$ cat config.mk
export PLATFORM = sky130hd
export DESIGN_NAME = utf8_to_json_escaped_ascii
export DESIGN_NICKNAME = d
export VERILOG_FILES = /design/src/rtl/utj_pkg.sv /design/src/rtl/utj_front.sv /design/src/rtl/utj_queue.sv /design/src/rtl/utj_back.sv /design/src/rtl/utf8_to_json_escaped_ascii.sv
export VERILOG_INCLUDE_DIRS = /design/src /design/src/rtl
export SDC_FILE = /design/constraint.sdc
export NUM_CORES = 1
export LEC_CHECK = 0
export ABC_AREA = 1
export BUFFER_PORTS_ARGS = -buffer_cell sky130_fd_sc_hd__buf_2
export CORE_ASPECT_RATIO = 1.5
export CORE_MARGIN = 2
export CORE_UTILIZATION = 25
export DETAILED_ROUTE_END_ITERATION = 16
export PLACE_DENSITY = 0.37
export SYNTH_ARGS = -nofsm -noshare
export SYNTH_HDL_FRONTEND = slang
export SYNTH_SLANG_ARGS = --single-unit
$ cat constraint.sdc
create_clock -name clock -period 4.2 [get_ports clock]
set_input_delay 0.84 -clock clock [delete_from_list [all_inputs] [get_ports clock]]
set_output_delay 0.84 -clock clock [all_outputs]
set_load 0.05 [all_outputs]
$ cat src/rtl/assert_macros.svh
// assertion helpers shared by the rtl
`ifndef ASSERT_MACROS_SVH
`define ASSERT_MACROS_SVH

// property must hold at every clock edge outside reset
`define ASSERT_CLK(label, clk, rst, prop, msg) \
   label: assert property (@(posedge clk) disable iff (rst) (prop)) else $error(msg);

// condition must never be seen at a clock edge outside reset
`define ASSERT_NEVER(label, clk, rst, cond, msg) \
   label: assert property (@(posedge clk) disable iff (rst) !(cond)) else $error(msg);

`endif

$ cat src/rtl/utj_pkg.sv
package utj_pkg;

   // kinds of expansion job handed from the decoder to the emitter
   localparam logic [2:0] KIND_CHAR = 3'd0;   // one character as is
   localparam logic [2:0] KIND_ESC  = 3'd1;   // backslash then one character
   localparam logic [2:0] KIND_U16  = 3'd2;   // \uXXXX
   localparam logic [2:0] KIND_PAIR = 3'd3;   // \uXXXX\uXXXX surrogate pair
   localparam logic [2:0] KIND_ERR  = 3'd4;   // single error beat

   localparam logic [6:0] CH_QUOTE  = 7'h22;
   localparam logic [6:0] CH_BSLASH = 7'h5C;
   localparam logic [6:0] CH_U      = 7'h75;
   localparam logic [6:0] CH_ZERO   = 7'h30;
   localparam logic [6:0] CH_UPPER_A = 7'h41;
   localparam logic [6:0] CH_LOWER_A = 7'h61;

   localparam logic [6:0]  CTRL_LIMIT   = 7'h20;
   localparam logic [20:0] BMP_LIMIT    = 21'h10000;
   localparam logic [20:0] MAX_CODE     = 21'h10FFFF;
   localparam logic [15:0] SURR_HI_BASE = 16'hD7C0;
   localparam logic [5:0]  SURR_LO_TAG  = 6'h37;   // top six bits of 0xDC00

   typedef struct packed {
      logic [2:0]  kind;
      logic [6:0]  ch;
      logic [15:0] hi;
      logic [15:0] lo;
   } job_type;

endpackage

$ cat src/rtl/utj_front.sv
`include "assert_macros.svh"

module utj_front (
   input  logic             clock,
   input  logic             reset,
   input  logic             req_valid,
   output logic             req_ready,
   input  logic [7:0]       req_in_byte,
   input  logic             req_end_of_text,
   input  logic             space,
   output logic             job_valid,
   output utj_pkg::job_type job
);

   localparam logic [6:0] C_BACKSPACE = 7'h08;
   localparam logic [6:0] C_TAB       = 7'h09;
   localparam logic [6:0] C_NEWLINE   = 7'h0A;
   localparam logic [6:0] C_FORMFEED  = 7'h0C;
   localparam logic [6:0] C_RETURN    = 7'h0D;
   localparam logic [6:0] C_LETTER_B  = 7'h62;
   localparam logic [6:0] C_LETTER_F  = 7'h66;
   localparam logic [6:0] C_LETTER_N  = 7'h6E;
   localparam logic [6:0] C_LETTER_R  = 7'h72;
   localparam logic [6:0] C_LETTER_T  = 7'h74;

   logic [20:0] code_acc_ff, code_acc_in;
   logic [2:0]  seq_len_ff, seq_len_in;
   logic [2:0]  seq_got_ff, seq_got_in;
   logic        accept;
   logic [2:0]  lead_len;
   logic [20:0] code;

   // keep only the bits the gathered byte count carries
   function automatic logic [20:0] trim_code(input logic [20:0] acc, input logic [2:0] got);
      logic [20:0] res;
      case (got)
         3'd1:    res = {15'b0, acc[5:0]};
         3'd2:    res = {10'b0, acc[10:0]};
         3'd3:    res = {5'b0, acc[15:0]};
         default: res = acc;
      endcase
      return res;
   endfunction

   assign req_ready = space;
   assign accept    = req_valid && space;

   always_comb begin
      if (!req_in_byte[6])      lead_len = 3'd1;
      else if (!req_in_byte[5]) lead_len = 3'd2;
      else if (!req_in_byte[4]) lead_len = 3'd3;
      else                      lead_len = 3'd4;
   end

   always_comb begin
      code_acc_in = code_acc_ff;
      seq_len_in  = seq_len_ff;
      seq_got_in  = seq_got_ff;
      job_valid   = 1'b0;
      job         = '0;
      code        = '0;
      if (accept) begin
         if (seq_len_ff == 3'd0) begin
            if (!req_in_byte[7]) begin
               job_valid = 1'b1;
               job.ch    = req_in_byte[6:0];
               case (req_in_byte[6:0])
                  utj_pkg::CH_QUOTE, utj_pkg::CH_BSLASH: begin
                     job.kind = utj_pkg::KIND_ESC;
                  end
                  C_BACKSPACE: begin
                     job.kind = utj_pkg::KIND_ESC;
                     job.ch   = C_LETTER_B;
                  end
                  C_FORMFEED: begin
                     job.kind = utj_pkg::KIND_ESC;
                     job.ch   = C_LETTER_F;
                  end
                  C_NEWLINE: begin
                     job.kind = utj_pkg::KIND_ESC;
                     job.ch   = C_LETTER_N;
                  end
                  C_RETURN: begin
                     job.kind = utj_pkg::KIND_ESC;
                     job.ch   = C_LETTER_R;
                  end
                  C_TAB: begin
                     job.kind = utj_pkg::KIND_ESC;
                     job.ch   = C_LETTER_T;
                  end
                  default: begin
                     if (req_in_byte[6:0] < utj_pkg::CTRL_LIMIT) begin
                        job.kind = utj_pkg::KIND_U16;
                        job.hi   = {9'b0, req_in_byte[6:0]};
                     end else begin
                        job.kind = utj_pkg::KIND_CHAR;
                     end
                  end
               endcase
            end else if (req_in_byte[6:3] == 4'hF) begin
               // lead byte 0xf8 and above
               job_valid = 1'b1;
               job.kind  = utj_pkg::KIND_ERR;
            end else begin
               code_acc_in = {15'b0, req_in_byte[5:0]};
               seq_len_in  = lead_len;
               seq_got_in  = 3'd1;
            end
         end else begin
            // continuation bytes are taken unchecked
            code_acc_in = {code_acc_ff[14:0], req_in_byte[5:0]};
            seq_got_in  = seq_got_ff + 3'd1;
         end

         if (seq_len_in != 3'd0 && (seq_got_in >= seq_len_in || req_end_of_text)) begin
            code      = trim_code(code_acc_in, seq_got_in);
            job_valid = 1'b1;
            if (code < utj_pkg::BMP_LIMIT) begin
               job.kind = utj_pkg::KIND_U16;
               job.hi   = code[15:0];
            end else if (code <= utj_pkg::MAX_CODE) begin
               job.kind = utj_pkg::KIND_PAIR;
               job.hi   = 16'(code[20:10]) + utj_pkg::SURR_HI_BASE;
               job.lo   = {utj_pkg::SURR_LO_TAG, code[9:0]};
            end else begin
               job.kind = utj_pkg::KIND_ERR;
            end
            code_acc_in = '0;
            seq_len_in  = 3'd0;
            seq_got_in  = 3'd0;
         end
      end
   end

   always_ff @(posedge clock) begin
      if (reset) begin
         code_acc_ff <= '0;
         seq_len_ff  <= 3'd0;
         seq_got_ff  <= 3'd0;
      end else begin
         code_acc_ff <= code_acc_in;
         seq_len_ff  <= seq_len_in;
         seq_got_ff  <= seq_got_in;
      end
   end

   `ASSERT_CLK(a_idle_clean, clock, reset, (seq_len_ff == 3'd0) |-> (seq_got_ff == 3'd0 && code_acc_ff == 21'd0), "decoder idle with stale assembly")
   `ASSERT_CLK(a_got_bound, clock, reset, (seq_len_ff != 3'd0) |-> (seq_got_ff < seq_len_ff && seq_got_ff != 3'd0), "open sequence byte count out of range")

endmodule

$ cat src/rtl/utj_queue.sv
`include "assert_macros.svh"

module utj_queue #(
   parameter int DEPTH = 4
) (
   input  logic             clock,
   input  logic             reset,
   input  logic             push,
   input  utj_pkg::job_type push_job,
   output logic             space,
   input  logic             pop,
   output logic             head_valid,
   output utj_pkg::job_type head_job
);

   localparam int PTR_W = (DEPTH > 1) ? $clog2(DEPTH) : 1;
   localparam int CNT_W = $clog2(DEPTH + 1);

   utj_pkg::job_type slot_ff [DEPTH];
   logic [PTR_W-1:0] wr_ptr_ff, rd_ptr_ff;
   logic [CNT_W-1:0] count_ff;

   function automatic logic [PTR_W-1:0] bump(input logic [PTR_W-1:0] p);
      return (p == PTR_W'(DEPTH - 1)) ? '0 : p + 1'b1;
   endfunction

   assign space      = count_ff != CNT_W'(DEPTH);
   assign head_valid = count_ff != '0;
   assign head_job   = slot_ff[rd_ptr_ff];

   always_ff @(posedge clock) begin
      if (push) slot_ff[wr_ptr_ff] <= push_job;
   end

   always_ff @(posedge clock) begin
      if (reset) begin
         wr_ptr_ff <= '0;
         rd_ptr_ff <= '0;
         count_ff  <= '0;
      end else begin
         if (push) wr_ptr_ff <= bump(wr_ptr_ff);
         if (pop)  rd_ptr_ff <= bump(rd_ptr_ff);
         if (push && !pop)      count_ff <= count_ff + 1'b1;
         else if (pop && !push) count_ff <= count_ff - 1'b1;
      end
   end

   `ASSERT_NEVER(a_push_full, clock, reset, push && !space, "beat pushed into full queue")
   `ASSERT_NEVER(a_pop_empty, clock, reset, pop && !head_valid, "pop from empty queue")

endmodule

$ cat src/rtl/utj_back.sv
`include "assert_macros.svh"

module utj_back (
   input  logic             clock,
   input  logic             reset,
   input  logic             hex_upper,
   input  logic             head_valid,
   input  utj_pkg::job_type head_job,
   output logic             pop,
   output logic             rsp_valid,
   input  logic             rsp_ready,
   output logic [6:0]       rsp_out_char,
   output logic             rsp_last,
   output logic             rsp_error
);

   logic [3:0]  idx_ff, idx_in;
   logic [3:0]  total;
   logic        low_half;
   logic [2:0]  pos;
   logic [15:0] word;
   logic [3:0]  nib;
   logic [6:0]  hex_char;
   logic        fire;

   always_comb begin
      case (head_job.kind)
         utj_pkg::KIND_ESC:  total = 4'd2;
         utj_pkg::KIND_U16:  total = 4'd6;
         utj_pkg::KIND_PAIR: total = 4'd12;
         default:            total = 4'd1;
      endcase
   end

   // second half of a surrogate pair uses the low word
   assign low_half = idx_ff >= 4'd6;
   assign pos      = low_half ? 3'(idx_ff - 4'd6) : idx_ff[2:0];
   assign word     = low_half ? head_job.lo : head_job.hi;

   always_comb begin
      case (pos)
         3'd2:    nib = word[15:12];
         3'd3:    nib = word[11:8];
         3'd4:    nib = word[7:4];
         default: nib = word[3:0];
      endcase
      if (nib < 4'd10)
         hex_char = utj_pkg::CH_ZERO + 7'(nib);
      else
         hex_char = (hex_upper ? utj_pkg::CH_UPPER_A : utj_pkg::CH_LOWER_A) + 7'(nib) - 7'd10;
   end

   always_comb begin
      case (head_job.kind)
         utj_pkg::KIND_CHAR: rsp_out_char = head_job.ch;
         utj_pkg::KIND_ESC:  rsp_out_char = (idx_ff == 4'd0) ? utj_pkg::CH_BSLASH : head_job.ch;
         utj_pkg::KIND_U16, utj_pkg::KIND_PAIR: begin
            if (pos == 3'd0)      rsp_out_char = utj_pkg::CH_BSLASH;
            else if (pos == 3'd1) rsp_out_char = utj_pkg::CH_U;
            else                  rsp_out_char = hex_char;
         end
         default: rsp_out_char = 7'd0;
      endcase
   end

   assign rsp_valid = head_valid;
   assign rsp_last  = idx_ff == total - 4'd1;
   assign rsp_error = head_job.kind == utj_pkg::KIND_ERR;
   assign fire      = rsp_valid && rsp_ready;
   assign pop       = fire && rsp_last;

   always_comb begin
      idx_in = idx_ff;
      if (fire) idx_in = rsp_last ? 4'd0 : idx_ff + 4'd1;
   end

   always_ff @(posedge clock) begin
      if (reset) idx_ff <= 4'd0;
      else       idx_ff <= idx_in;
   end

   `ASSERT_CLK(a_idx_bound, clock, reset, rsp_valid |-> (idx_ff < total), "character index beyond job length")
   `ASSERT_CLK(a_err_alone, clock, reset, (rsp_valid && rsp_error) |-> (rsp_last && idx_ff == 4'd0), "error beat not single")

endmodule

$ cat src/rtl/utf8_to_json_escaped_ascii.sv
// channel   direction  handshake              payload
// req       in         req_valid / req_ready  req_in_byte[7:0], req_end_of_text
// rsp       out        rsp_valid / rsp_ready  rsp_out_char[6:0], rsp_last, rsp_error
// csr       in         csr_wr_en              csr_wr_data (hex_uppercase)
//
// one byte is taken per cycle while the job queue has room; the first character
// of its expansion appears at the earliest the cycle after it is accepted
// the emitter sends one character per cycle while rsp_ready is high, so a byte costs 1, 2, 6 or 12
// characters (error beats 1, partial sequences 0); the emitter sets the sustained rate
// reset is synchronous and clears the decode state, the queue and the hex case
// rsp_ready low stalls only the emitter; bytes keep entering until QUEUE_DEPTH
// jobs are waiting

module utf8_to_json_escaped_ascii #(
   parameter int QUEUE_DEPTH = 4
) (
   input  logic       clock,
   input  logic       reset,
   input  logic       req_valid,
   output logic       req_ready,
   input  logic [7:0] req_in_byte,
   input  logic       req_end_of_text,
   output logic       rsp_valid,
   input  logic       rsp_ready,
   output logic [6:0] rsp_out_char,
   output logic       rsp_last,
   output logic       rsp_error,
   input  logic       csr_wr_en,
   input  logic       csr_wr_data
);

   // hex case register; the user must write it only while the block is idle, the block does not enforce this
   logic hex_upper_ff;

   logic             space;
   logic             job_valid;
   utj_pkg::job_type job;
   logic             head_valid;
   utj_pkg::job_type head_job;
   logic             pop;

   always_ff @(posedge clock) begin
      if (reset)          hex_upper_ff <= 1'b0;
      else if (csr_wr_en) hex_upper_ff <= csr_wr_data;
   end

   // decoder: classifies each byte and gathers multi-byte sequences
   utj_front u_front (
      .clock           (clock),
      .reset           (reset),
      .req_valid       (req_valid),
      .req_ready       (req_ready),
      .req_in_byte     (req_in_byte),
      .req_end_of_text (req_end_of_text),
      .space           (space),
      .job_valid       (job_valid),
      .job             (job)
   );

   // short job queue between decoder and emitter
   utj_queue #(
      .DEPTH (QUEUE_DEPTH)
   ) u_queue (
      .clock      (clock),
      .reset      (reset),
      .push       (job_valid),
      .push_job   (job),
      .space      (space),
      .pop        (pop),
      .head_valid (head_valid),
      .head_job   (head_job)
   );

   // emitter: expands each job into escaped ascii, one beat per character
   utj_back u_back (
      .clock        (clock),
      .reset        (reset),
      .hex_upper    (hex_upper_ff),
      .head_valid   (head_valid),
      .head_job     (head_job),
      .pop          (pop),
      .rsp_valid    (rsp_valid),
      .rsp_ready    (rsp_ready),
      .rsp_out_char (rsp_out_char),
      .rsp_last     (rsp_last),
      .rsp_error    (rsp_error)
   );

endmodule
Word-level counts from Yosys, hierarchy flattened:

Memories as Yosys holds them, arrays and structs flattened. A register that Yosys moved wholly into a read port is not among the register bits.
Index checks and enable logic that the tools add are counted.

* register bits: 39
* bits in writable memories: 168
* input bits: 15
* output and inout port bits: 11
* word-level logic and storage cells: 129
* memories kept: 1

* add/subtract/negate cells: 12
* magnitude comparators: 6
* eq/ne operators: 23
* mux-type cells: 61
* reduce and logical (&&, ||, !) cells: 18

Memories
* u_queue.slot_ff: depth 4, bits a word 42, rd ports 1, clocked after Yosys merged registers in 1, wr ports 1, line utj_queue.sv:19 `utj_pkg::job_type slot_ff [DEPTH];`

Operator list (count)
* 21-bit two-way mux: 6
* 3-bit two-way mux: 22
* 16-bit two-way mux: 4
* 32-bit two-way mux: 2
* 21-bit case mux with 3 select lines: 1
* 42-bit two-way mux: 1
* 7-bit by 4-bit equality test with 1-bit output (second input constant): 5
* 7-bit two-way mux: 5
* 7-bit case mux with 5 select lines: 1
* 26-bit two-way mux: 1
* 4-bit case mux with 3 select lines: 2
* 23-bit two-way mux: 1
* 21-bit less-or-equal comparator (second input constant): 1
* 21-bit by 17-bit < comparator with 1-bit output (second input constant): 1
* 7-bit case mux with 3 select lines: 1
* 3-bit by 2-bit equality test with 1-bit output (second input constant): 6
* 12-bit by 15-bit adder with 16-bit output (second input constant): 1
* 2-bit two-way mux: 5
* 3-bit by 1-bit equality test with 1-bit output (second input constant): 3
* 3-bit logical NOT: 3
* 6-bit by 4-bit adder with 7-bit output (first input constant): 1
* 7-bit by 4-bit adder with 7-bit output: 1
* 7-bit by 6-bit equality test with 1-bit output (second input constant): 1
* 7-bit equality test (second input constant): 1
* 27 further kinds: 44

Depth between registers and ports, before layout:

Gate-level depths: netlist of run 1.

* depth after elaboration: 17
* depth in mapped cells: 22
* depth with buffers taken out: 21

Cells and area by module:

A second synthesis of run 1 with hierarchy kept.

* cell total of the unflattened synthesis: 1093
* area, all modules: 10351.2 um^2

Modules (own cells, without submodules)
* utj_queue: times used 1, cells each 466, area each 6676.4 um^2, sequential area each 5225.0 um^2
* utj_front: times used 1, cells each 420, area each 2527.4 um^2, sequential area each 540.5 um^2
* utj_back: times used 1, cells each 200, area each 1102.3 um^2, sequential area each 80.1 um^2
* utf8_to_json_escaped_ascii: times used 1, cells each 7, area each 45.0 um^2, sequential area each 20.0 um^2

Worst setup path before layout of run 1:

Ideal clock, no wire load.

* path kind: input -> register
* from: input req_in_byte[5]
* to: memory u_queue.slot_ff[0][0] (netlist bit) (enable)
* setup time: 431 ps
* data arrival time: 3865 ps
* data required time: 3769 ps
* slack: -96 ps
* stages: 14
* path buffers: 0
* cell sequence: nand2_2 nor2_2 nor2_1 o21ai_0 nand2_1 ha_1 inv_1 a21boi_0 o21ai_0 nand2_1 nand2_1 a21oi_1 inv_1 nor2_1

* word-level cells in the longest chain between the ends: 13
* elaborated cells on any way between the ends: 22
* classes of those cells: order compare (1); eq/ne (1); mux (17); reduce/logical (3)

RTL lines
* start: declaration: line utf8_to_json_escaped_ascii.sv:21 `input logic [7:0] req_in_byte,`
* 3-bit two-way mux: line utj_front.sv:50 `else if (!req_in_byte[5]) lead_len = 3'd2;`
* 3-bit two-way mux: line utj_front.sv:49 `if (!req_in_byte[6]) lead_len = 3'd1;`
* 3-bit two-way mux: line utj_front.sv:100 `end else if (req_in_byte[6:3] == 4'hF) begin`
* 3-bit two-way mux: line utj_front.sv:64 `if (!req_in_byte[7]) begin`
* 3-bit two-way mux: line utj_front.sv:63 `if (seq_len_ff == 3'd0) begin`
* 3-bit two-way mux: line utj_front.sv:62 `if (accept) begin`
* 3-bit greater-or-equal comparator: line utj_front.sv:115 `if (seq_len_in != 3'd0 && (seq_got_in >= seq_len_in || req_end_of_text)) begin`
* 1-bit logical OR: line utj_front.sv:115
* 1-bit logical AND: line utj_front.sv:115
* 1-bit two-way mux *: line utj_front.sv:115
* 1-bit two-way mux *: line utj_front.sv:62
* via job_valid: line utf8_to_json_escaped_ascii.sv:36 `logic job_valid;`
* 1-bit two-way mux *: line utj_queue.sv:32 `if (push) slot_ff[wr_ptr_ff] <= push_job;`
* 1-bit two-way mux (not written as such) *: line utj_queue.sv:32
* end: declaration: line utj_queue.sv:19

The timed path passes the listed nets; every way through them passes the cells marked *. The select of a mux whose other input is x is not followed.

Worst setup path after layout of run 1:

* from: register u_back.idx_ff[2]
* to: output rsp_out_char[6]

* word-level cells in the longest chain between the ends: 10
* elaborated cells on any way between the ends: 20
* classes of those cells: add/sub (4); order compare (2); eq/ne (4); mux (8); reduce/logical (2)

RTL lines
* start: declaration: line utj_back.sv:17 `logic [3:0] idx_ff, idx_in;`
* start signal: assignment: line utj_back.sv:79 `else idx_ff <= idx_in;`
* 4-bit by 3-bit greater-or-equal comparator with 1-bit output / 3-bit subtractor (equally long branches): line utj_back.sv:36, utj_back.sv:37
* 3-bit two-way mux: line utj_back.sv:37 `assign pos = low_half ? 3'(idx_ff - 4'd6) : idx_ff[2:0];`
* 3-bit equality test / 3-bit by 2-bit equality test with 1-bit output (equally long branches): line utj_back.sv:41 `case (pos)`
* 4-bit case mux with 3 select lines: line utj_back.sv:41
* 7-bit by 4-bit adder with 7-bit output: line utj_back.sv:50 `hex_char = (hex_upper ? utj_pkg::CH_UPPER_A : utj_pkg::CH_LOWER_A) + 7'(nib) - 7'd10;`
* 7-bit by 4-bit subtractor with 7-bit output: line utj_back.sv:50
* 7-bit two-way mux: line utj_back.sv:47 `if (nib < 4'd10)`
* 7-bit two-way mux: line utj_back.sv:59 `else if (pos == 3'd1) rsp_out_char = utj_pkg::CH_U;`
* 7-bit two-way mux: line utj_back.sv:58 `if (pos == 3'd0) rsp_out_char = utj_pkg::CH_BSLASH;`
* 7-bit case mux with 3 select lines *: line utj_back.sv:54 `case (head_job.kind)`
* end: declaration: line utf8_to_json_escaped_ascii.sv:25 `output logic [6:0] rsp_out_char,`

Mark *: on every way between the ends. The rest lies on a longest branch, timed or not.

==> reports/metrics.csv, run 1 <==
stage,metric,value,unit
die,die_w,161.1,µm
route,antenna_violating_nets_post_route,0,
sta,rsz0062_at_grt,no,
setup_path,cp-startpoint,u_back.idx_ff[2],
setup_path,cp-start-kind,flip-flop,
clock_tree,cts_inserted_buffers,17,
global_route,grt_overflow,0,
sta,clock-skew-final,0.01066,ns
die,floorplan.io_pins,26,
place,dp_worst_setup_slack,0.08181,ns
hold_path,hold_path_class,flip-flop to flip-flop,
clock_tree,cts.path.max_buffers,2,
route,dr.first_iter.drc_count,331,
die,placementRows,86,
die,core,36590,µm²
flow_run,max_cap_violations,0,
route,drt-pass1-iter-count,5,
synth,synth_flop_cell,edfxtp_1,
setup_path,r2r_cells,19,
sta,tightestPinTransition,0.8656,ns
clock_tree,cts_num_sinks,189,
route,route.detailed.drc,0,
hold_path,timing.hold.worst_path_depth,2,
setup_path,cp.required,3.36,ns
cells_and_area,antenna-diode-count,0,
sta,timing.final.hold_violations,0,
clock_tree,tritoncts,yes,
clock_tree,clk_pin_slew_worst_paths,0.07,ns
synth,synth_commonest_cells,"nand2_1, edfxtp_1, nor2_1",
sta,max_clock_freq,0.2550,GHz
sta,final_worst_path_cycle_share,93.36,%
hold_path,min_to,u_front.code_acc_ff[20],
place,detailed_place_hpwl,20460,µm
synth,synth_enable_flop_cells,148,
setup_path,worst_ep_arrival_time,3.08,ns
global_route,wire_length_of_the_first_global_routing_pass,44260,µm
clock_tree,clk-insertion-delay-late,0.45,ns
clock_tree,cts-htree-levels,4,
cells_and_area,num-nets-final,1063,
place,rd_place_congestion,0.8251,
synth,synth_seq_cells,189,
sta,finalWorstPathRequiredPeriod,3.921,ns
route,route.final.wire_length,28700,µm
power_and_ir_drop,report.power.total,6.415,mW
setup_path,r2r-end,u_queue.count_ff[2],
synth,synth_sequential_area_ratio,56.89,%
synth,synthDominantCellAreaShare,48.02,%
power_and_ir_drop,worst_ir_drop_vdd,0.3363,mV
die,floorplan.die_area,38610,µm²
synth,post_synth_inst_count,982,
setup_path,worst-r2r-setup-slack,0.55,ns
clock_tree,cts_hold_buf,0,
global_route,pin_count_of_the_biggest_net_entering_global_routing,47,
clock_tree,clk_root_buffer_cell,clkbuf_16,
route,post_drt_via_cell_ratio,4.667,
route,dr_total_vias,7131,
sta,final_critical_path_setup_slack,0.2787,ns
status,run_status,"finished, final reports clean",
setup_path,top_fanout_value_on_the_critical_path,7,
synth,synth_top_area_cell,edfxtp_1,
synth,post_synthesis_mean_instance_area,9.425,µm²
synth,postSynthNetCount,1014,
setup_path,path_class,flip-flop to output pin,
sta,timing.slew.headroom,42.23,%
global_route,antenna_violations_before_repair,0,
hold_path,timing.hold.worst.start,u_front.code_acc_ff[20],
synth,post_synth_num_cell_types,48,
synth,share_of_flip_flops_with_an_asynchronous_set_or_reset_after_synthesis,0,%
power_and_ir_drop,power.static_leakage,4.160,nW
synth,syn_area,9255,µm²
synth,leading_cell_type_by_number_of_instances_after_synthesis,nand2_1,
sta,finalMaxSlewViolations,0,
synth,ys.warnings.count,0,
global_route,track_usage,15.44,%
power_and_ir_drop,power.density,585.3,nW/µm²
route,average_wire_per_cell_in_the_routed_design,18.78,µm
die,start_util,25.30,%
synth,ys_top_cells_by_area,"edfxtp_1, dfxtp_1, nand2_1, o21ai_0, nor2_1",
global_route,grt_pass1_vias,7254,
cells_and_area,layout-drive-gt1-share,16.95,%
cells_and_area,flow.area_growth_from_synthesis,18.43,%
place,port_buf_inserts,25,
sta,finalSetupViolCount,0,
die,chipHeight,239.7,µm
setup_path,critPathCaptureType,output pin,
==> area by class of cell <==
| cell class | count | area, µm² |
|---|---|---|
| fill | 3958 | 25620 |
| sequential | 189 | 5268 |
| multi-input combinational | 658 | 3540 |
| timing repair buffer | 72 | 620.6 |
| tap | 484 | 605.6 |
| clock buffer | 19 | 432.9 |
| inverter | 93 | 357.8 |
| clock inverter | 13 | 136.4 |
==> through the flow <==
stage          TNS [ns]  instances  utilization, %  hold slack [ns]  instance area [µm²]
2_1_floorplan    -14.26        982               -           0.4492                 9255
6_report              0       1528           29.96           0.4816                10960
5_1_grt               0       1528           29.96           0.5115                10960
4_1_cts               0       1527           29.79           0.4859                10900
3_3_place_gp          0       1494           28.13           0.4720                10290
3_5_place_dp          0       1494           28.13           0.4749                10290
==> flip-flops by register name (all words and copies together) (netlist names), named ones only <==
register	flops
u_queue.wr_ptr_ff	2
u_front.code_acc_ff	21
u_queue.count_ff	3
u_queue.rd_ptr_ff	2
hex_upper_ff	1
u_queue.slot_ff	148
u_front.seq_got_ff	3
u_front.seq_len_ff	3
u_back.idx_ff	4
==> critical path, stage by stage, from the launching register on <==
cell	delay, ns
dfxtp_1	0.35
nor2_2	0.26
inv_1	0.11
nand2_2	0.13
clkinvlp_4	0.24
buf_6	0.22
nand2_1	0.18
o211ai_1	0.14
nand3_2	0.14
inv_1	0.07
ha_2	0.17
nand2_1	0.11
nor2_1	0.04
o21ai_0	0.16
nand2_1	0.07
nand2_1	0.08
buf_6	0.16
==> cell families (layout without fill, tap and decap cells) <==
family / count (synthesis) / in the layout / share of synthesized area [%]
buf+inv: 135 / 197 / 5.827
flops: 189 / 189 / 56.89
xor+xnor: 5 / 5 / 0.4733
compound gates: 230 / 230 / 14.98
fa+ha+maj: 17 / 17 / 2.379
simple gates: 406 / 406 / 19.45
==> worst max-delay path by stage <==
stage | to | slack [ns]
after floorplan | u_queue.slot_ff[0][0] | -0.1
after global placement | u_queue.count_ff[2] | 0.15
after detailed placement | u_queue.count_ff[2] | 0.08
after CTS | rsp_out_char[0] | 0.009
after global routing | rsp_out_char[2] | 0.02
final | rsp_out_char[6] | 0.28
==> power breakdown <==
part	switching, mW	internal (mW)
clock	0.764	0.831
combinational	1.72	0.734
sequential	0.0853	2.28
total	2.57	3.85
==> cell usage in the layout, fill, tap and decap left out, types with 4 or more instances in the layout <==
cell type | synthesis | final
clkbuf_16 | 0 | 17
o21ai_1 | 3 | 6
o21ai_2 | 1 | 4
o21ai_0 | 86 | 80
nor2_4 | 1 | 7
nand2_2 | 12 | 14
a2111oi_0 | 8 | 8
nor3_1 | 9 | 9
a32o_1 | 6 | 6
inv_2 | 5 | 5
buf_12 | 0 | 10
nor2_2 | 15 | 19
a22oi_1 | 5 | 5
edfxtp_1 | 148 | 148
nand2_1 | 190 | 188
nand3_2 | 4 | 6
ha_1 | 16 | 15
clkinvlp_4 | 0 | 5
o22ai_1 | 25 | 25
buf_2 | 2 | 21
inv_1 | 87 | 84
nor2_1 | 107 | 97
nand2_4 | 5 | 5
a211oi_1 | 23 | 22
or2_2 | 4 | 4
a21oi_1 | 52 | 52
nand3_1 | 47 | 45
nand4_1 | 4 | 4
dfxtp_1 | 41 | 39
buf_4 | 0 | 37
==> timing repair <==
| action | 4_1_cts | 5_1_grt |
|---|---|---|
| pin swaps | 1 | 3 |
| resized for setup | 12 | 23 |
| setup buffers | 1 | 1 |
| cloned | 0 | 0 |
| endpoints found under the setup margin | 7 | 8 |
==> metal layers <==
metal	share of wire, %	vias to the layer above	global-route usage (%)
li1	-	3520	-
met1	42	3467	17.75
met2	53	103	28.37
met3	2.4	41	2.580
met4	2.8	0	6.088
met5	0	-	0
(Power assumes the default switching activity.)
==> run 2: changes to the inputs <==
- CORE_UTILIZATION: 25 -> 30
- PLACE_DENSITY: 0.37 -> 0.43
==> run 2 against run 1 <==
Effect of this change: sequential power about the same; total power is 1.7% lower; cell area decreased by 2.8%.
==> reports/metrics.csv, run 2 (synthesized netlist as in run 1, its figures left out) <==
stage,metric,value,unit,change
status,run_status,"finished, final reports clean",,unchanged
sta,clock-skew-final,0.01026,ns,was 0.01066 ns
clock_tree,tritoncts,yes,,unchanged
clock_tree,clk_root_buffer_cell,clkbuf_16,,unchanged
setup_path,timing.rr.start,u_front.seq_len_ff[2],,
route,antenna_violating_nets_post_route,0,,unchanged
die,chipHeight,219.1,µm,was 239.7 µm
place,rd_place_congestion,0.8176,,was 0.8251
sta,finalWorstPathRequiredPeriod,3.895,ns,was 3.921 ns
die,die_w,147.4,µm,was 161.1 µm
setup_path,critPathCapture,rsp_out_char[0],,was rsp_out_char[6]
setup_path,critPathCaptureType,output pin,,unchanged
clock_tree,cts_num_sinks,189,,unchanged
clock_tree,cts_repair_resize_count,0,,was 12
setup_path,cp-startpoint,u_back.idx_ff[0],,was u_back.idx_ff[2]
setup_path,timing.critical_path.max_delay_family,simple AND/OR/NAND/NOR gates,,unchanged
sta,finalSetupViolCount,0,,unchanged
route,dr_total_vias,6985,,was 7131
die,start_util,30.49,%,was 25.30%
power_and_ir_drop,power.density,592.1,nW/µm²,was 585.3 nW/µm²
route,average_wire_per_cell_in_the_routed_design,18.60,µm,was 18.78 µm
global_route,track_usage,17.08,%,was 15.44%
sta,timing.slew.headroom,45.79,%,was 42.23%
route,route.final.wire_length,26640,µm,was 28700 µm
cells_and_area,layout.cells.most_common_list,"nand2_1, edfxtp_1, nor2_1",,unchanged
setup_path,top_fanout_value_on_the_critical_path,6,,was 7
route,dr.first_iter.drc_count,452,,was 331
die,placementRows,78,,was 86
place,detailed_place_hpwl,18670,µm,was 20460 µm
route,post_drt_via_cell_ratio,4.878,,was 4.667
hold_path,hold_path_class,flip-flop to flip-flop,,unchanged
cells_and_area,layout-drive-gt1-share,14.73,%,was 16.95%
clock_tree,cts-htree-levels,4,,unchanged
sta,final_critical_path_setup_slack,0.3055,ns,was 0.2787 ns
die,core,30350,µm²,was 36590 µm²
cells_and_area,largest-register,u_queue.slot_ff,,unchanged
place,port_buf_inserts,25,,unchanged
die,floorplan.die_area,32300,µm²,was 38610 µm²
clock_tree,clk_pin_slew_worst_paths,0.07,ns,about the same
power_and_ir_drop,worst_ir_drop_vdd,0.3436,mV,was 0.3363 mV
route,route.detailed.drc,0,,unchanged
place,dp_worst_setup_slack,0.1140,ns,was 0.08181 ns
cells_and_area,antenna-diode-count,0,,unchanged
setup_path,worst-path-buf-inv,5,,unchanged
clock_tree,postCtsSetupBuffers,0,,was 1
setup_path,cp-start-kind,flip-flop,,unchanged
cells_and_area,flow.area_growth_from_synthesis,15.10,%,was 18.43%
cells_and_area,instances_no_fill,1432,,was 1528
setup_path,r2r-end,u_queue.count_ff[2],,unchanged
setup_path,critical-path-max-stage-delay,0.32,ns,was 0.35 ns
cells_and_area,largest_register_ff_count,148,,unchanged
cells_and_area,layout.core_utilization,35.10,%,was 29.96%
setup_path,path_cells,inv_1 > ha_1 > nor2_1 > nand2_1 > nand2_2 > nor2_1 > nor2_2 > nand3_1 > buf_4 > nand2_1 > inv_1 > a21oi_1 > nand2_1 > nand2_1 > inv_1 > nand2_2 > nand2_1 > nand3_1 > nand2_1 > nand2_1 > buf_2,,was nor2_2 > inv_1 > nand2_2 > clkinvlp_4 > buf_6 > nand2_1 > o211ai_1 > nand3_2 > inv_1 > ha_2 > nand2_1 > nor2_1 > o21ai_0 > nand2_1 > nand2_1 > buf_6
cells_and_area,final.fill_count,3096,,was 3958
setup_path,cp_num_cells,21,,was 16
setup_path,cp.required,3.36,ns,about the same
clock_tree,cts_hold_buf,0,,unchanged
global_route,grt_overflow,0,,unchanged
global_route,antenna_violations_before_repair,0,,unchanged
cells_and_area,seqCellArea,5268,µm²,unchanged
sta,tightestPinTransition,0.8046,ns,was 0.8656 ns
cells_and_area,biggest_regs,"u_queue.slot_ff: 148 flops, u_front.code_acc_ff: 21 flops, u_back.idx_ff: 4 flops",,unchanged
setup_path,worst_ep_arrival_time,3.05,ns,was 3.08 ns
setup_path,r2r_cells,21,,was 19
global_route,grt_pass1_vias,7045,,was 7254
global_route,wire_length_of_the_first_global_routing_pass,41350,µm,was 44260 µm
cells_and_area,num-nets-final,1051,,was 1063
cells_and_area,multi_input_comb_area,3505,µm²,was 3540 µm²
sta,timing.final.hold_violations,0,,unchanged
cells_and_area,layout.cells.most_common,nand2_1,,unchanged
setup_path,cp_common_cell,nand2_1,,unchanged
cells_and_area,stdcell_area,10650,µm²,was 10960 µm²
route,drt-pass1-iter-count,4,,was 5
sta,max_clock_freq,0.2568,GHz,was 0.2550 GHz
global_route,pin_count_of_the_biggest_net_entering_global_routing,45,,was 47
clock_tree,clk-insertion-delay-late,0.45,ns,about the same
setup_path,path_class,flip-flop to output pin,,unchanged
sta,final_worst_path_cycle_share,92.73,%,was 93.36%
clock_tree,cts.path.max_buffers,2,,unchanged
setup_path,crit_path_top_delay_cell,dfxtp_1,,unchanged
setup_path,worst-r2r-setup-slack,0.66,ns,was 0.55 ns
sta,finalMaxSlewViolations,0,,unchanged
flow_run,max_cap_violations,0,,unchanged
power_and_ir_drop,power.static_leakage,4.070,nW,was 4.160 nW
die,floorplan.io_pins,26,,unchanged
clock_tree,cts_inserted_buffers,17,,unchanged
place,placement_stage_cell_area,10040,µm²,was 10290 µm²
place,place.detailed.instances,1399,,was 1494
run 2: layout make-up:
type                       instances  area share [%]
clock inverter                    12           1.139
timing repair inverter             1         0.07047
timing repair buffer              59           4.334
inverter                          93           3.312
clock buffer                      20           4.099
sequential                       189           49.45
tap                              400           4.698
multi-input combinational        658           32.90
run 2: worst min path at each step:
| stage | startpoint | endpoint | slack, ns | depth (start not counted) |
|---|---|---|---|---|
| floorplan | u_front.code_acc_ff[15] | u_front.code_acc_ff[15] | 0.45 | 2 |
| global placement | u_front.code_acc_ff[16] | u_front.code_acc_ff[16] | 0.46 | 2 |
| detailed placement | u_front.code_acc_ff[20] | u_front.code_acc_ff[20] | 0.47 | 2 |
| CTS | u_front.code_acc_ff[16] | u_front.code_acc_ff[16] | 0.48 | 2 |
| global route | u_front.code_acc_ff[20] | u_front.code_acc_ff[20] | 0.49 | 2 |
| finish | u_front.code_acc_ff[16] | u_front.code_acc_ff[16] | 0.47 | 2 |
run 2: worst min-delay path: stages, from the launching register on:
cell       delay [ns]
dfxtp_1          0.30
inv_1            0.05
a2111oi_0        0.08
run 2: power by group:
group,total [mW],internal (mW),switching [mW]
clock,1.59,0.871,0.717
sequential,2.37,2.29,0.0813
combinational,2.35,0.672,1.68
total,6.31,3.83,2.48
run 2: routing by layer:
metal  global-route usage (%)  up-vias  part of all wire (%)
li1                         -     3501                     -
met1                    19.25     3352                    42
met2                    32.40      102                    54
met3                    2.557       30                   2.0
met4                    6.154        0                   2.4
met5                        0        -                     0
run 2: stage by stage:
stage	hold slack, ns	power, mW	setup TNS [ns]
final	0.4732	6.308	0
after global placement	0.4596	4.771	0
after CTS	0.4824	6.354	0
after detailed placement	0.4746	4.766	0
after global routing	0.4921	6.684	-0.0004095
after floorplan	0.4492	3.964	-14.26
==> run 3: changes to the inputs <==
- CORE_ASPECT_RATIO: 1.5 -> 0.9
- GPL_ROUTABILITY_DRIVEN: default -> 0
==> run 3 against run 2 <==
Effect of this change: wire length is 0.80% higher; maximum frequency down 1.8%; largest power group unchanged; clock power is 3% lower; critical endpoint is now rsp_out_char[2]; worst setup slack got worse by 0.073 ns; largest cell class unchanged; via count fell by 0.19%; non-clock buffer count decreased by 5.
==> reports/metrics.csv, run 3 (synthesized netlist as in run 1, its figures left out) <==
stage,metric,value,unit,change
sta,timing.slew.headroom,44.67,%,was 45.79%
setup_path,worst-path-buf-inv,7,,was 5
cells_and_area,largest-register,u_queue.slot_ff,,unchanged
setup_path,worst-r2r-setup-slack,0.64,ns,was 0.66 ns
place,placement_stage_cell_area,10000,µm²,was 10040 µm²
die,core,30100,µm²,was 30350 µm²
global_route,grt_pass1_vias,6687,,was 7045
sta,finalMaxSlewViolations,0,,unchanged
global_route,pin_count_of_the_biggest_net_entering_global_routing,40,,was 45
sta,timing.final.hold_violations,0,,unchanged
place,detailed_place_hpwl,18200,µm,was 18670 µm
route,route.final.wire_length,26850,µm,was 26640 µm
clock_tree,cts.path.max_buffers,2,,unchanged
clock_tree,cts_num_sinks,189,,unchanged
cells_and_area,final.fill_count,3071,,was 3096
sta,final_worst_path_cycle_share,94.47,%,was 92.73%
sta,max_clock_freq,0.2520,GHz,was 0.2568 GHz
setup_path,path_cells,inv_2 > ha_1 > nor2_1 > nand2_1 > nand2_1 > buf_6 > clkinvlp_4 > buf_4 > o211ai_1 > nand3_1 > inv_1 > ha_1 > inv_1 > nor2_1 > o21ai_0 > o21ai_0 > nand2_1 > clkbuf_4,,was inv_1 > ha_1 > nor2_1 > nand2_1 > nand2_2 > nor2_1 > nor2_2 > nand3_1 > buf_4 > nand2_1 > inv_1 > a21oi_1 > nand2_1 > nand2_1 > inv_1 > nand2_2 > nand2_1 > nand3_1 > nand2_1 > nand2_1 > buf_2
power_and_ir_drop,power.static_leakage,4.057,nW,was 4.070 nW
cells_and_area,seqCellArea,5268,µm²,unchanged
setup_path,cp_num_cells,18,,was 21
sta,worst_hold_slack,0.4730,ns,was 0.4732 ns
setup_path,r2r-end,u_queue.count_ff[2],,unchanged
cells_and_area,antenna-diode-count,0,,unchanged
hold_path,timing.hold.worst_path_depth,2,,unchanged
route,dr_total_vias,6972,,was 6985
sta,finalWorstPathRequiredPeriod,3.968,ns,was 3.895 ns
power_and_ir_drop,worst_ir_drop_vdd,0.4800,mV,was 0.3436 mV
setup_path,timing.critical_path.max_delay_family,buffers and inverters,,was simple AND/OR/NAND/NOR gates
sta,tightestPinTransition,0.8236,ns,was 0.8046 ns
setup_path,cp.required,3.36,ns,about the same
setup_path,r2r_cells,16,,was 21
status,run_status,"finished, final reports clean",,unchanged
cells_and_area,flow.area_growth_from_synthesis,14.82,%,was 15.10%
setup_path,critPathCaptureType,output pin,,unchanged
clock_tree,cts_inserted_buffers,17,,unchanged
cells_and_area,biggest_regs,"u_queue.slot_ff: 148 flops, u_front.code_acc_ff: 21 flops, u_back.idx_ff: 4 flops",,unchanged
die,chipHeight,170.6,µm,was 219.1 µm
flow_run,max_cap_violations,0,,unchanged
global_route,antenna_violations_before_repair,1,,was 0
setup_path,path_class,flip-flop to output pin,,unchanged
clock_tree,clk_root_buffer_cell,clkbuf_16,,unchanged
hold_path,hold_path_class,flip-flop to flip-flop,,unchanged
setup_path,critical-path-max-stage-delay,0.34,ns,was 0.32 ns
place,port_buf_inserts,25,,unchanged
cells_and_area,stdcell_area,10630,µm²,was 10650 µm²
setup_path,top_fanout_value_on_the_critical_path,14,,was 6
cells_and_area,layout.cells.most_common_list,"nand2_1, edfxtp_1, nor2_1",,unchanged
cells_and_area,multi_input_comb_area,3501,µm²,was 3505 µm²
clock_tree,clk-insertion-delay-late,0.44,ns,was 0.45 ns
setup_path,crit_path_top_delay_cell,dfxtp_1,,unchanged
hold_path,timing.hold.worst.start,u_front.code_acc_ff[16],,unchanged
power_and_ir_drop,p_int,3.702,mW,was 3.828 mW
sta,clock-skew-final,0.01641,ns,was 0.01026 ns
die,floorplan.die_area,32270,µm²,was 32300 µm²
cells_and_area,layout-drive-gt1-share,14.90,%,was 14.73%
route,post_drt_via_cell_ratio,4.876,,was 4.878
power_and_ir_drop,clock_power_share,24.8,%,was 25.2%
die,die_w,189.1,µm,was 147.4 µm
route,route.detailed.drc,0,,unchanged
route,drt-pass1-iter-count,5,,was 4
route,dr.first_iter.drc_count,387,,was 452
setup_path,cp-start-kind,flip-flop,,unchanged
sta,finalSetupViolCount,0,,unchanged
cells_and_area,num-nets-final,1046,,was 1051
die,placementRows,60,,was 78
global_route,wire_length_of_the_first_global_routing_pass,40850,µm,was 41350 µm
die,start_util,30.74,%,was 30.49%
global_route,track_usage,16.96,%,was 17.08%
hold_path,min_to,u_front.code_acc_ff[16],,unchanged
setup_path,worst_ep_arrival_time,3.13,ns,was 3.05 ns
power_and_ir_drop,power_switching,2.550,mW,was 2.479 mW
die,floorplan.io_pins,26,,unchanged
clock_tree,tritoncts,yes,,unchanged
power_and_ir_drop,power.density,588.4,nW/µm²,was 592.1 nW/µm²
clock_tree,clk_pin_slew_worst_paths,0.07,ns,about the same
clock_tree,cts-htree-levels,4,,unchanged
route,antenna_violating_nets_post_route,0,,unchanged
clock_tree,cts_hold_buf,0,,unchanged
power_and_ir_drop,power_switching_share,40.78,%,was 39.30%
global_route,grt_overflow,0,,unchanged
cells_and_area,layout.cells.most_common,nand2_1,,unchanged
power_and_ir_drop,pwr-share-comb,37.4,%,was 37.3%
power_and_ir_drop,pwr-share-seq,37.8,%,was 37.5%
setup_path,cp_common_cell,nand2_1,,unchanged
route,average_wire_per_cell_in_the_routed_design,18.78,µm,was 18.60 µm
cells_and_area,largest_register_ff_count,148,,unchanged
-- run 3: cell types whose count changed in the layout (fill, tap and decap cells not counted), moves of 2 or more --
cell	previous run	this run
buf_4	28	21
inv_8	0	6
clkbuf_1	3	0
clkinv_1	5	2
buf_12	5	7
buf_6	3	1
bufinv_16	2	0
clkinvlp_4	4	6
nand2_1	188	190
nand2_2	14	12
nor2_1	99	97
nor2_2	19	21
-- run 3: final cells by class --
| cell class | instances | share of cell area, % |
|---|---|---|
| Inverter | 93 | 3.320 |
| Sequential cell | 189 | 49.57 |
| Clock inverter | 15 | 1.213 |
| Timing Repair Buffer | 54 | 4.133 |
| Clock buffer | 17 | 4.003 |
| Tap cell | 403 | 4.745 |
| Timing Repair inverter | 1 | 0.07065 |
| Multi-Input combinational cell | 658 | 32.94 |
-- run 3: worst max-delay path by stage --
stage	start	to	slack, ns
after floorplan	req_in_byte[5]	u_queue.slot_ff[0][0]	-0.1
after global placement	req_in_byte[4]	u_queue.slot_ff[1][41]	0.18
after detailed placement	req_in_byte[4]	u_queue.slot_ff[1][41]	0.12
after CTS	u_back.idx_ff[0]	rsp_out_char[6]	0.1
after global routing	u_back.idx_ff[0]	rsp_out_char[6]	-0.003
final	u_back.idx_ff[0]	rsp_out_char[2]	0.23
-- run 3: layer usage --
metal | GRT usage [%] | wire length (µm) | vias to the layer above
li1 | - | - | 3488
met1 | 24.20 | 13620 | 3368
met2 | 26.93 | 12160 | 96
met3 | 2.564 | 681 | 20
met4 | 4.314 | 392 | 0
met5 | 0 | 0 | -
-- run 3: repair_timing --
action                     4_1_cts  5_1_grt
setup endpoints to repair        0        7
buffers inserted                 0        4
resized for setup                0       14
-- run 3: power by group through the flow --
| stage | registers [mW] | clock network, mW | logic (mW) |
|---|---|---|---|
| after floorplan | 2.39 | 0 | 1.57 |
| after global placement | 2.40 | 0 | 2.35 |
| after detailed placement | 2.40 | 0 | 2.34 |
| after CTS | 2.36 | 1.59 | 2.35 |
| after global routing | 2.38 | 1.65 | 2.58 |
| final | 2.36 | 1.55 | 2.34 |
-- run 3: worst register-to-register path: stages, from the launching register on --
cell,delay [ns]
dfxtp_2,0.34
inv_2,0.18
buf_4,0.38
o21ai_0,0.15
o22a_1,0.24
nor2_1,0.39
a31oi_1,0.15
nand2_1,0.20
inv_1,0.12
nand2_1,0.20
ha_1,0.19
inv_1,0.07
fa_1,0.37
a21oi_1,0.14
o21ai_0,0.11
o21ai_0,0.16
a21oi_1,0.05
-- run 3: metrics by stage --
step / power, mW / instances / setup slack, ns / utilization [%] / TNS [ns]
after global placement: 4.758 / 1393 / 0.1786 / 33.23 / 0
after CTS: 6.297 / 1425 / 0.09814 / 35.07 / 0
after detailed placement: 4.742 / 1393 / 0.1200 / 33.23 / 0
after floorplan: 3.964 / 982 / -0.09634 / - / -14.26
final: 6.252 / 1430 / 0.2323 / 35.30 / 0
after global routing: 6.611 / 1430 / -0.002989 / 35.30 / -0.002989
